[config.mk]
export PLATFORM = sky130hd
export DESIGN_NAME = bracket_balance_checker_core_flat
export DESIGN_NICKNAME = d
export VERILOG_FILES = /design/src/design/bbc_pkg.sv /design/src/design/bbc_if.sv /design/src/design/bracket_balance_checker_core.sv /design/src/design/bbc_front.sv /design/src/design/bbc_queue.sv /design/src/design/bbc_back.sv /design/src/flat_wrapper.sv
export SDC_FILE = /design/constraint.sdc
export NUM_CORES = 1
export LEC_CHECK = 0
export BUFFER_PORTS_ARGS = -buffer_cell sky130_fd_sc_hd__buf_2
export CORE_MARGIN = 1
export CORE_UTILIZATION = 45
export CTS_BUF_LIST = sky130_fd_sc_hd__clkbuf_4 sky130_fd_sc_hd__clkbuf_8
export DETAILED_ROUTE_END_ITERATION = 6
export PLACE_DENSITY = 0.62
export SKIP_CTS_REPAIR_TIMING = 1
export SYNTH_ARGS = -nofsm -noshare
export SYNTH_HDL_FRONTEND = slang
export SYNTH_HIERARCHICAL = 1
export SYNTH_SLANG_ARGS = --single-unit
[constraint.sdc]
create_clock -name clock -period 9.7 [get_ports clock]
set_input_delay 0.485 -clock clock [delete_from_list [all_inputs] [get_ports clock]]
set_output_delay 0.485 -clock clock [all_outputs]
set_load 0.01 [all_outputs]
[src/design/bbc_pkg.sv]
package bbc_pkg;

   // default number of openers the stack can hold
   localparam int StackDepthDefault = 128;

   // 2-bit opener / closer codes
   localparam logic [1:0] CodeRound  = 2'd0;
   localparam logic [1:0] CodeCurly  = 2'd1;
   localparam logic [1:0] CodeSquare = 2'd2;
   localparam logic [1:0] CodeNone   = 2'd3;

   // byte classes produced by the front end
   typedef enum logic [1:0] {
      KIND_OTHER,
      KIND_OPEN,
      KIND_CLOSE
   } kind_type;

   // verdict reason codes
   typedef enum logic [2:0] {
      FAIL_OK,
      FAIL_MISMATCH,
      FAIL_EMPTY,
      FAIL_UNCLOSED,
      FAIL_OVERFLOW
   } fail_type;

   // classified byte handed from front to back
   typedef struct packed {
      kind_type   kind;
      logic [1:0] code;
      logic       last;
   } item_type;

endpackage

[src/design/bbc_if.sv]
// byte stream channel
interface bbc_req_if;
   logic       valid;
   logic       ready;
   logic [7:0] char_code;
   logic       last_char;

   modport source (output valid, output char_code, output last_char, input ready);
   modport sink   (input valid, input char_code, input last_char, output ready);
endinterface

// verdict channel
interface bbc_rsp_if;
   logic       valid;
   logic       ready;
   logic       balanced;
   logic [2:0] fail_reason;

   modport source (output valid, output balanced, output fail_reason, input ready);
   modport sink   (input valid, input balanced, input fail_reason, output ready);
endinterface

[src/design/bracket_balance_checker_core.sv]
// channel  | dir | transaction payload                      | handshake
// req_ch   | in  | char_code[7:0], last_char                | valid / ready
// rsp_ch   | out | balanced, fail_reason[2:0]               | valid / ready
//
// one byte per cycle sustained unless a last byte waits on a stalled verdict; the cached
// top-of-stack register and a registered next-to-top stack prefetch keep pops at full rate
// a verdict is offered from the output register once its last byte leaves the queue
// synchronous active-high reset clears depth, failure and queue; stack memory is not cleared
// a stalled verdict holds in the output register while the queue keeps taking bytes
module bracket_balance_checker_core #(
   parameter int StackDepth = bbc_pkg::StackDepthDefault
) (
   input  logic      clock,
   input  logic      reset,
   bbc_req_if.sink   req_ch,
   bbc_rsp_if.source rsp_ch
);
   import bbc_pkg::*;

   item_type front_item, queue_item;
   logic     front_valid, front_ready;
   logic     queue_valid, queue_ready;

   // byte classification
   bbc_front u_front (
      .req        (req_ch),
      .push_item  (front_item),
      .push_valid (front_valid),
      .push_ready (front_ready)
   );

   // decoupling queue
   bbc_queue u_queue (
      .clock      (clock),
      .reset      (reset),
      .push_item  (front_item),
      .push_valid (front_valid),
      .push_ready (front_ready),
      .pop_item   (queue_item),
      .pop_valid  (queue_valid),
      .pop_ready  (queue_ready)
   );

   // stack engine and verdict register
   bbc_back #(
      .StackDepth (StackDepth)
   ) u_back (
      .clock     (clock),
      .reset     (reset),
      .pop_item  (queue_item),
      .pop_valid (queue_valid),
      .pop_ready (queue_ready),
      .rsp       (rsp_ch)
   );

endmodule

[src/design/bbc_front.sv]
module bbc_front (
   bbc_req_if.sink          req,
   output bbc_pkg::item_type push_item,
   output logic             push_valid,
   input  logic             push_ready
);
   import bbc_pkg::*;

   localparam logic [7:0] ChRoundOpen   = 8'h28;
   localparam logic [7:0] ChRoundClose  = 8'h29;
   localparam logic [7:0] ChCurlyOpen   = 8'h7b;
   localparam logic [7:0] ChCurlyClose  = 8'h7d;
   localparam logic [7:0] ChSquareOpen  = 8'h5b;
   localparam logic [7:0] ChSquareClose = 8'h5d;

   // classify the byte into opener, closer or other with its bracket code
   always_comb begin
      push_item.last = req.last_char;
      unique case (req.char_code)
         ChRoundOpen: begin
            push_item.kind = KIND_OPEN;
            push_item.code = CodeRound;
         end
         ChCurlyOpen: begin
            push_item.kind = KIND_OPEN;
            push_item.code = CodeCurly;
         end
         ChSquareOpen: begin
            push_item.kind = KIND_OPEN;
            push_item.code = CodeSquare;
         end
         ChRoundClose: begin
            push_item.kind = KIND_CLOSE;
            push_item.code = CodeRound;
         end
         ChCurlyClose: begin
            push_item.kind = KIND_CLOSE;
            push_item.code = CodeCurly;
         end
         ChSquareClose: begin
            push_item.kind = KIND_CLOSE;
            push_item.code = CodeSquare;
         end
         default: begin
            push_item.kind = KIND_OTHER;
            push_item.code = CodeNone;
         end
      endcase
   end

   // handshake passes straight to the queue
   assign push_valid = req.valid;
   assign req.ready  = push_ready;

endmodule

[src/design/bbc_queue.sv]
module bbc_queue (
   input  logic              clock,
   input  logic              reset,
   input  bbc_pkg::item_type push_item,
   input  logic              push_valid,
   output logic              push_ready,
   output bbc_pkg::item_type pop_item,
   output logic              pop_valid,
   input  logic              pop_ready
);
   import bbc_pkg::*;

   item_type   slot_ff [2];
   logic       wr_ptr_ff, wr_ptr_in;
   logic       rd_ptr_ff, rd_ptr_in;
   logic [1:0] count_ff, count_in;
   logic       push, pop;

   // two-entry fifo, full rate when the back end drains every cycle
   assign push_ready = (count_ff != 2'd2);
   assign pop_valid  = (count_ff != 2'd0);
   assign pop_item   = slot_ff[rd_ptr_ff];
   assign push       = push_valid && push_ready;
   assign pop        = pop_valid && pop_ready;

   always_comb begin
      wr_ptr_in = push ? ~wr_ptr_ff : wr_ptr_ff;
      rd_ptr_in = pop ? ~rd_ptr_ff : rd_ptr_ff;
      count_in  = count_ff + {1'b0, push} - {1'b0, pop};
   end

   always_ff @(posedge clock) begin
      if (reset) begin
         wr_ptr_ff <= 1'b0;
         rd_ptr_ff <= 1'b0;
         count_ff  <= 2'd0;
      end else begin
         wr_ptr_ff <= wr_ptr_in;
         rd_ptr_ff <= rd_ptr_in;
         count_ff  <= count_in;
      end
   end

   // payload slots
   always_ff @(posedge clock) begin
      if (push) begin
         slot_ff[wr_ptr_ff] <= push_item;
      end
   end

endmodule

[src/design/bbc_back.sv]
module bbc_back #(
   parameter int StackDepth = bbc_pkg::StackDepthDefault
) (
   input  logic              clock,
   input  logic              reset,
   input  bbc_pkg::item_type pop_item,
   input  logic              pop_valid,
   output logic              pop_ready,
   bbc_rsp_if.source         rsp
);
   import bbc_pkg::*;

   localparam int DepthWidth = $clog2(StackDepth + 1);
   localparam int AddrWidth  = (StackDepth > 1) ? $clog2(StackDepth) : 1;
   localparam logic [DepthWidth-1:0] DepthMax = DepthWidth'(StackDepth);
   localparam logic [DepthWidth-1:0] DepthOne = DepthWidth'(1);
   localparam logic [DepthWidth-1:0] DepthTwo = DepthWidth'(2);

   logic [1:0]            stack_mem_ff [StackDepth];
   logic [1:0]            stack_rd_ff;
   logic [1:0]            top_ff, top_in;
   logic [DepthWidth-1:0] depth_ff, depth_in, depth_chk, rd_depth;
   fail_type              fail_ff, fail_in, fail_chk, reason;
   logic                  rsp_valid_ff, rsp_valid_in;
   logic                  balanced_ff;
   fail_type              reason_ff;
   logic                  out_free, fire, do_check;
   logic                  is_push, is_pop, overflow, empty, mismatch;
   logic [AddrWidth-1:0]  wr_addr, rd_addr;

   // a non-last transaction never needs the output slot
   assign out_free  = !rsp_valid_ff || rsp.ready;
   assign pop_ready = !pop_item.last || out_free;
   assign fire      = pop_valid && pop_ready;
   assign do_check  = fire && (fail_ff == FAIL_OK);

   // stack operation decode against the cached top
   always_comb begin
      overflow = do_check && (pop_item.kind == KIND_OPEN) && (depth_ff == DepthMax);
      is_push  = do_check && (pop_item.kind == KIND_OPEN) && (depth_ff != DepthMax);
      empty    = do_check && (pop_item.kind == KIND_CLOSE) && (depth_ff == '0);
      is_pop   = do_check && (pop_item.kind == KIND_CLOSE) && (depth_ff != '0);
      mismatch = is_pop && (top_ff != pop_item.code);
   end

   // failure and depth after this byte
   always_comb begin
      priority if (overflow) begin
         fail_chk = FAIL_OVERFLOW;
      end else if (empty) begin
         fail_chk = FAIL_EMPTY;
      end else if (mismatch) begin
         fail_chk = FAIL_MISMATCH;
      end else begin
         fail_chk = fail_ff;
      end
      if (is_push) begin
         depth_chk = depth_ff + DepthOne;
      end else if (is_pop) begin
         depth_chk = depth_ff - DepthOne;
      end else begin
         depth_chk = depth_ff;
      end
   end

   // verdict on the last byte, then clear for the next string
   always_comb begin
      if (fail_chk != FAIL_OK) begin
         reason = fail_chk;
      end else if (depth_chk != '0) begin
         reason = FAIL_UNCLOSED;
      end else begin
         reason = FAIL_OK;
      end
      if (fire && pop_item.last) begin
         depth_in = '0;
         fail_in  = FAIL_OK;
      end else begin
         depth_in = depth_chk;
         fail_in  = fail_chk;
      end
      rsp_valid_in = (fire && pop_item.last) || (rsp_valid_ff && !rsp.ready);
   end

   // top-of-stack cache: a pop takes the prefetched next-to-top entry
   always_comb begin
      if (is_push) begin
         top_in = pop_item.code;
      end else if (is_pop) begin
         top_in = stack_rd_ff;
      end else begin
         top_in = top_ff;
      end
   end

   // prefetch address tracks the entry below the next top
   assign rd_depth = depth_in - DepthTwo;
   assign rd_addr  = rd_depth[AddrWidth-1:0];
   assign wr_addr  = depth_ff[AddrWidth-1:0];

   always_ff @(posedge clock) begin
      if (reset) begin
         depth_ff     <= '0;
         fail_ff      <= FAIL_OK;
         rsp_valid_ff <= 1'b0;
      end else begin
         depth_ff     <= depth_in;
         fail_ff      <= fail_in;
         rsp_valid_ff <= rsp_valid_in;
      end
   end

   // payload registers
   always_ff @(posedge clock) begin
      top_ff <= top_in;
      if (fire && pop_item.last) begin
         balanced_ff <= (reason == FAIL_OK);
         reason_ff   <= reason;
      end
   end

   // opener stack memory, one write and one registered read per cycle
   always_ff @(posedge clock) begin
      if (is_push) begin
         stack_mem_ff[wr_addr] <= pop_item.code;
      end
      stack_rd_ff <= stack_mem_ff[rd_addr];
   end

   assign rsp.valid       = rsp_valid_ff;
   assign rsp.balanced    = balanced_ff;
   assign rsp.fail_reason = reason_ff;

   // checks
   a_depth_bound: assert property (@(posedge clock) disable iff (reset)
      depth_ff <= DepthMax)
      else $error("stack depth beyond capacity");

   a_clear_after_last: assert property (@(posedge clock) disable iff (reset)
      fire && pop_item.last |=> (depth_ff == '0) && (fail_ff == FAIL_OK) && rsp_valid_ff)
      else $error("state not cleared after verdict");

   a_verdict_consistent: assert property (@(posedge clock) disable iff (reset)
      rsp_valid_ff |-> (balanced_ff == (reason_ff == FAIL_OK)))
      else $error("balanced flag disagrees with reason");

   a_failure_sticky: assert property (@(posedge clock) disable iff (reset)
      (fail_ff != FAIL_OK) && !(fire && pop_item.last) |=> $stable(fail_ff) && $stable(depth_ff))
      else $error("failure or depth changed after a failure");

endmodule

[src/flat_wrapper.sv]
// flat-port wrapper written by rule: the top's interface ports become plain ports
module bracket_balance_checker_core_flat import bbc_pkg::*;
#(
   parameter int StackDepth = bbc_pkg::StackDepthDefault
)
  (clock, reset, req_ch_valid, req_ch_char_code, req_ch_last_char, req_ch_ready, rsp_ch_valid, rsp_ch_balanced, rsp_ch_fail_reason, rsp_ch_ready);
  bbc_req_if req_ch_i ();
  bbc_rsp_if rsp_ch_i ();
  input  logic clock;
  input  logic reset;
  input wire logic [$bits(req_ch_i.valid)-1:0] req_ch_valid;
  input wire logic [$bits(req_ch_i.char_code)-1:0] req_ch_char_code;
  input wire logic [$bits(req_ch_i.last_char)-1:0] req_ch_last_char;
  output wire logic [$bits(req_ch_i.ready)-1:0] req_ch_ready;
  output wire logic [$bits(rsp_ch_i.valid)-1:0] rsp_ch_valid;
  output wire logic [$bits(rsp_ch_i.balanced)-1:0] rsp_ch_balanced;
  output wire logic [$bits(rsp_ch_i.fail_reason)-1:0] rsp_ch_fail_reason;
  input wire logic [$bits(rsp_ch_i.ready)-1:0] rsp_ch_ready;
  assign req_ch_i.valid = req_ch_valid;
  assign req_ch_i.char_code = req_ch_char_code;
  assign req_ch_i.last_char = req_ch_last_char;
  assign req_ch_ready = req_ch_i.ready;
  assign rsp_ch_valid = rsp_ch_i.valid;
  assign rsp_ch_balanced = rsp_ch_i.balanced;
  assign rsp_ch_fail_reason = rsp_ch_i.fail_reason;
  assign rsp_ch_i.ready = rsp_ch_ready;
  bracket_balance_checker_core #(.StackDepth(StackDepth)) u_core (.clock(clock), .reset(reset), .req_ch(req_ch_i), .rsp_ch(rsp_ch_i));
endmodule
==> results.tsv, run 1 <==
metric	value	unit
netlist_area	13400	um2
cts_root_buf	clkbuf_8	
port_buffers	18	
totalPowerFinal	3.95	mW
synth.distinct_cells	94	
crit_top_cell	buf_4	
path_max_fanout	39	
r2r_slack	3690	ps
grt_pass1_wl	51400	um
die_w	174	um
synth_top_family_by_area	simple AND/OR/NAND/NOR gates	
grt-ovfl-total	0	
final_common_cell	edfxtp_1	
antenna_found_initial	0	
setup_tns	0	ps
rows	62	
grtUsageMet1	31.6	%
seqPwrFrac	38.6	%
finClkSkew	42.4	ps
worst_ep_arrival_time	6550	ps
fin_crit_sh	62.0	%
hold_viol	0	
synth_ff_type	edfxtp_1	
synth_compound_area_share	8.14	%
p_sw	1.41	mW
final_cell_mix	edfxtp_1 (272), nor2_1 (184), nand2_1 (87)	
slowest_stage	buf_4	
end_kind	flop	
busiest_layer	met2	
synth_area_leaders	edfxtp_1 (61%), nor2_1 (5.2%), mux4_2 (4.2%), dfxtp_1 (2.8%), nand2_1 (2.4%)	
dr_total_vias	8802	
utilization	50.5	%
fin_hold_ws	118	ps
seq_area_frac_synth	63.9	%
drtPass1Iterations	5	
combPwrFrac	34.8	%
ir_drop	0.129	mV
fp.dieH	174	um
p_leak	4.82	nW
drt_wl_total	33900	um
wire_per_inst	23.1	um
dieArea	30400	um2
grt_max_degree	95	
rsz0062_at_grt	false	
drive_gt1_share	17.1	%
cts_tree	built	
status	finished, final reports clean	
crit_path_start_kind	flop	
slew_headroom	27.2	%
async_flop_share	0	%
powerDensity	269	nW/um2
max-cap-violations	0	
finalSetupViolCount	0	
clock_sinks	291	
io_pins	19	
worstSkewPairLatency	590	ps
place.gp.congestion	0.834	
areaGrowthSynthToFinish	9.50	%
final_antenna_net_count	0	
hpwl	20900	um
fin_nets	1066	
grt_usage	22.5	%
syn_nets	1053	
synth_cells	1035	
finalMaxSlewViolations	0	
synth_top_area_share	61.0	%
synth_xor_area_share	0.925	%
yosysWarnings	6	
yosys-mux-area-fraction	7.96	%
hold_class	in -> reg	
path_class	reg -> reg	
clkTransAtPathRegs	60	ps
drtIter0Drc	886	
internal_power	2.54	mW
worst_pin_slew	1090	ps
synthAdderAreaFrac	0.467	%
gr-usage-met3	3.52	%
drc	0	
critPathMaxStageDelay	500	ps
period_minus_slack	6010	ps
path_cells	mux2_1, and3b_1, nor3_4, and2_1, a21oi_1, a21oi_4, buf_4, inv_2, ha_1, buf_4, clkinv_1, buf_4, nand2_1, a211oi_1, nor4_1, a31oi_1, mux2i_1, mux2_2, a2111oi_1, a311o_1	
synth_edf_count	272	
diodes	0	
core_area	29000	um2
grt_pass1_vias	8707	
initial_core_util	46.1	%
yosys.area_share.simple	15.6	%
required	10240	ps
htreeDepth	2	
swShare	35.7	%
clockBufferDepth	3	
pwr-share-clk	26.6	%
syn-mean-instance-area	12.9	um2
vias_per_cell	6.00	
fmax	166	MHz
grt_use_met2	35.8	%
yosysTopAreaCell	edfxtp_1	
numCtsBuffers	48	
ys_ff_latch	291	
[power groups by stage]
| stage | logic, mW | clock network (mW) | registers (mW) |
|---|---|---|---|
| global route | 1.47 | 1.13 | 1.53 |
| floorplan | 0.988 | 0 | 1.55 |
| CTS | 1.36 | 1.07 | 1.52 |
| global placement | 1.35 | 0 | 1.55 |
| finish | 1.37 | 1.05 | 1.52 |
| detailed placement | 1.36 | 0 | 1.55 |
[Yosys cell counts (all sizes together), types with 3 or more instances]
cell and instances:
a2111oi 9, a211o 5, a211oi 8, a21o 3, a21oi 22, a221oi 3
a22oi 3, a311o 3, a31oi 11, and2 8, and3 12, buf 31
clkbuf 37, dfxtp 19, edfxtp 272, ha 5, inv 16, mux2 16
mux2i 31, mux4 25, nand2 89, nand2b 17, nand3 27, nand4 9
nor2 187, nor2b 11, nor3 24, nor3b 3, nor4 6, nor4b 6
o2111ai 4, o211ai 10, o21ai 21, o22ai 6, o311ai 3, o31ai 6
or2 7, or3 16, xnor2 8, xor2 4
[layer usage]
layer | vias to the layer above | part of all wire (%)
li1 | 3924 | -
met1 | 4431 | 43
met2 | 383 | 47
met3 | 64 | 7.3
met4 | 0 | 2.4
met5 | - | 0
[state kept, by name (all words and copies together), names as in the netlist, 2 cells and up, named ones only]
register and cells:
u_core/u_queue/count_ff 2, u_core/u_back/fail_ff 3, u_core/u_back/stack_rd_ff 2, u_core/u_back/rsp.fail_reason 3, u_core/u_back/depth_ff 8, u_core/u_back/top_ff 2
u_core/u_queue/slot_ff 10, u_core/u_back/stack_mem_ff 256
[worst max-delay path: cells and delay by family (launching register included)]
kind / cells / cell delay (ps)
buf+inv: 5 / 1730
simple gates: 5 / 1350
compound gates: 6 / 1240
mux: 3 / 760
flops: 1 / 460
fa+ha+maj: 1 / 380
[area by class of cell]
cell class	instances	area (um2)
clock buffer	68	848
inverter	17	63.8
clock inverter	18	92.6
sequential	291	8550
multi-input combinational	659	4430
tap	384	480
fill	2584	14400
timing repair buffer	31	188
[worst paths after layout]
check | from | endpoint | cells past startpoint
min | req_ch_last_char | u_core/u_queue/slot_ff[1][0] | 1
max | flop | u_core/u_back/stack_rd_ff[0] | 20
max reg2reg | flop | u_core/u_back/stack_rd_ff[0] | 20
min reg2reg | u_core/u_queue/rd_ptr_ff | u_core/u_queue/rd_ptr_ff | 2
[metrics by stage]
stage | std cells | setup WS (ps) | area, um2
2_1_floorplan | 1035 | 4630 | 13400
3_3_place_gp | 1382 | 3870 | 13700
3_5_place_dp | 1382 | 3740 | 13700
4_1_cts | 1468 | 3710 | 14700
5_1_grt | 1468 | 3260 | 14700
6_report | 1468 | 3690 | 14700
[logic make-up (layout without fill, tap and decap cells)]
kind of cell,count (synthesis),count (layout)
buffers and inverters,85,134
AOI/OAI and AO/OA,142,142
DFF,291,291
xor gates and xnor gates,12,12
adders and majority gates,5,5
muxes,72,72
and+or+nand+nor,428,428
(Power assumes the default switching activity.)
==> run 2, diff against run 1 <==
ABC_AREA = 1   (was default)
PLACE_DENSITY = 0.64   (was 0.62)
clock period = 5.19 ns   (was 9.7 ns; I/O delays follow)
==> run 2 against run 1 <==
Compared with the run above:
- power up 130%
- first-iteration DRC count down 0.11%
- synthesized cell count up 33%
- worst hold slack worse by 110 ps
- critical path depth unchanged
- non-clock buffer count down 2
- cell count up 23%
- global-route usage down 0.43 points
==> results.tsv, run 2 <==
metric	value	unit	change
status	finished, final reports clean		
synth_top_area_share	59.4	%	-1.7 points
worstSkewPairLatency	580	ps	about the same
largest_reg_flops	256		unchanged
rsz0062_at_grt	false		
fin_hold_ws	12.9	ps	-105 ps
dieArea	31300	um2	+2.8%
ys_ff_latch	291		unchanged
clock_sinks	291		unchanged
synth_cells	1380		+33%
final_cells	1807		+23%
drc	0		unchanged
drtIter0Drc	885		-0.11%
top_regs	u_core/u_back/stack_mem_ff (256), u_core/u_queue/slot_ff (10), u_core/u_back/depth_ff (8)		
seqPwrFrac	31.3	%	-7.3 points
finClkSkew	36.2	ps	-6.21 ps
clkTransAtPathRegs	60	ps	about the same
cp_top_family	simple AND/OR/NAND/NOR gates		
slowest_stage	dfxtp_1		
swShare	44.8	%	+9.1 points
drt_wl_total	33600	um	-0.82%
clockBufferDepth	3		unchanged
final_cell_mix	edfxtp_1 (272), nand3_1 (250), nor2_1 (233)		
syn_nets	1398		+33%
hold_path_depth	3		+2
grt_pass1_vias	9508		+9.2%
areaGrowthSynthToFinish	8.70	%	
crit_top_cell	nand2_1		
synth.distinct_cells	40		-57%
cts_tree	built		
crit_path_start_kind	flop		
grt-ovfl-total	0		unchanged
core_area	29900	um2	+3.0%
fin_nets	1405		+32%
period_minus_slack	4240	ps	-1760 ps
async_flop_share	0	%	unchanged
dp_cells	1725		+25%
slew_headroom	39.8	%	+13 points
worst_pin_slew	901	ps	-188 ps
path_cells	mux2_2, nand3_2, nand2_1, nor2_4, nand3_2, inv_2, nand2_1, nand3_4, ha_2, inv_1, buf_12, nand3_1, nand2_1, nand2_1, nand3_1, nand3_1, nand3_1, nand2_1, nand2_1, nand2_1		
fin_crit_sh	81.8	%	+20 points
wire_per_inst	18.6	um	-19%
yosysWarnings	6		unchanged
totalPowerFinal	8.89	mW	+130%
hold_class	in -> reg		
syn-mean-instance-area	9.97	um2	-23%
finalSetupViolCount	0		unchanged
synth_ff_type	edfxtp_1		
diodes	0		unchanged
synth_edf_count	272		unchanged
seq_area_frac_synth	62.1	%	-1.7 points
finalMaxSlewViolations	0		unchanged
rows	63		+1.6%
die_w	177	um	+1.4%
powerDensity	594	nW/um2	+120%
netlist_area	13800	um2	+2.8%
io_pins	19		unchanged
end_kind	flop		
port_buffers	18		unchanged
yosysMostFrequentCell	edfxtp_1		
path_buf_inv	3		-2
place.gp.congestion	0.852		+2.1%
yosysTopAreaCell	edfxtp_1		
ir_drop	0.398	mV	+210%
final_antenna_net_count	0		unchanged
cts_root_buf	clkbuf_8		
antenna_found_initial	0		unchanged
grt_usage	22.1	%	-0.43 points
grt_pass1_wl	52800	um	+2.6%
htreeDepth	2		unchanged
internal_power	4.90	mW	+93%
initial_core_util	46.1	%	-0.071 points
max-cap-violations	0		unchanged
fmax	236	MHz	+42%
combPwrFrac	48.0	%	+13 points
hpwl	20200	um	-3.6%
synth_commonest_cells	edfxtp_1 (272), nand3_1 (251), nor2_1 (233)		
drtPass1Iterations	6		+1
fp.dieH	177	um	+1.4%
drive_gt1_share	10.9	%	-6.2 points
pwr-share-clk	20.7	%	-5.9 points
synth_area_leaders	edfxtp_1 (59%), nand3_1 (9.1%), nor2_1 (6.4%), nand2_1 (6.2%), nand3b_1 (3.4%)		
setup_tns	0	ps	unchanged
worst_ep_arrival_time	4720	ps	-1830 ps
path_depth	20		unchanged
path_class	reg -> reg		
numCtsBuffers	48		unchanged
hold_viol	0		unchanged
utilization	50.1	%	-0.44 points
dr_total_vias	9842		+12%
p_sw	3.98	mW	+180%
vias_per_cell	5.45		-9.2%
final_common_cell	edfxtp_1		
path_max_fanout	42		+7.7%
critPathMaxStageDelay	460	ps	-40 ps
r2r_cells	20		unchanged
p_leak	5.51	nW	+14%
grt_max_degree	77		-19%
required	5670	ps	-4570 ps
regMostFlops	u_core/u_back/stack_mem_ff		
-- run 2: layout make-up --
type	instances	area [um2]
clock buffer	65	788
clock inverter	15	66.3
fill	2716	14900
inverter	117	444
multi-input combinational	900	4410
sequential	291	8550
tap	390	488
timing repair buffer	29	215
-- run 2: power by group through the flow --
| stage | sequential (mW) | combinational (mW) | clock, mW |
|---|---|---|---|
| after CTS | 2.78 | 4.26 | 1.88 |
| after global placement | 2.83 | 4.20 | 0 |
| after floorplan | 2.82 | 3.10 | 0 |
| final | 2.78 | 4.26 | 1.84 |
| after global routing | 2.79 | 4.73 | 1.98 |
| after detailed placement | 2.83 | 4.25 | 0 |
-- run 2: cells by family after synthesis --
logic type	count (synthesis)	share of synthesized area (%)
AOI/OAI and AO/OA	30	1.15
xor gates and xnor gates	6	0.382
adders and majority gates	5	0.455
buffers and inverters	189	6.10
DFF	291	62.1
muxes	5	0.409
and+or+nand+nor	854	29.4
-- run 2: final timing paths --
check	start	to	slack, ps
hold / removal	req_ch_valid	u_core/u_queue/wr_ptr_ff	10
setup / recovery	flop	u_core/u_back/stack_rd_ff[1]	950
setup reg to reg	flop	u_core/u_back/stack_rd_ff[1]	950
hold reg to reg	u_core/u_queue/rd_ptr_ff	u_core/u_queue/rd_ptr_ff	500
-- run 2: per-layer routing --
layer | up-vias | routed length [um] | GRT usage (%)
li1 | 4690 | - | -
met1 | 4732 | 14500 | 30.4
met2 | 351 | 15900 | 35.8
met3 | 69 | 2200 | 3.24
met4 | 0 | 907 | 7.51
met5 | - | 0 | 0
-- run 2: tightest hold or removal path: stages --
cell     delay (ps)
buf_2           110
a21oi_1          60
nor2_1           90
-- run 2: metrics by stage --
step           setup slack, ps  cell area, um2
2_1_floorplan             1780           13800
3_3_place_gp              1100           14100
3_5_place_dp               948           14100
4_1_cts                    983           14900
5_1_grt                    589           15000
6_report                   946           15000
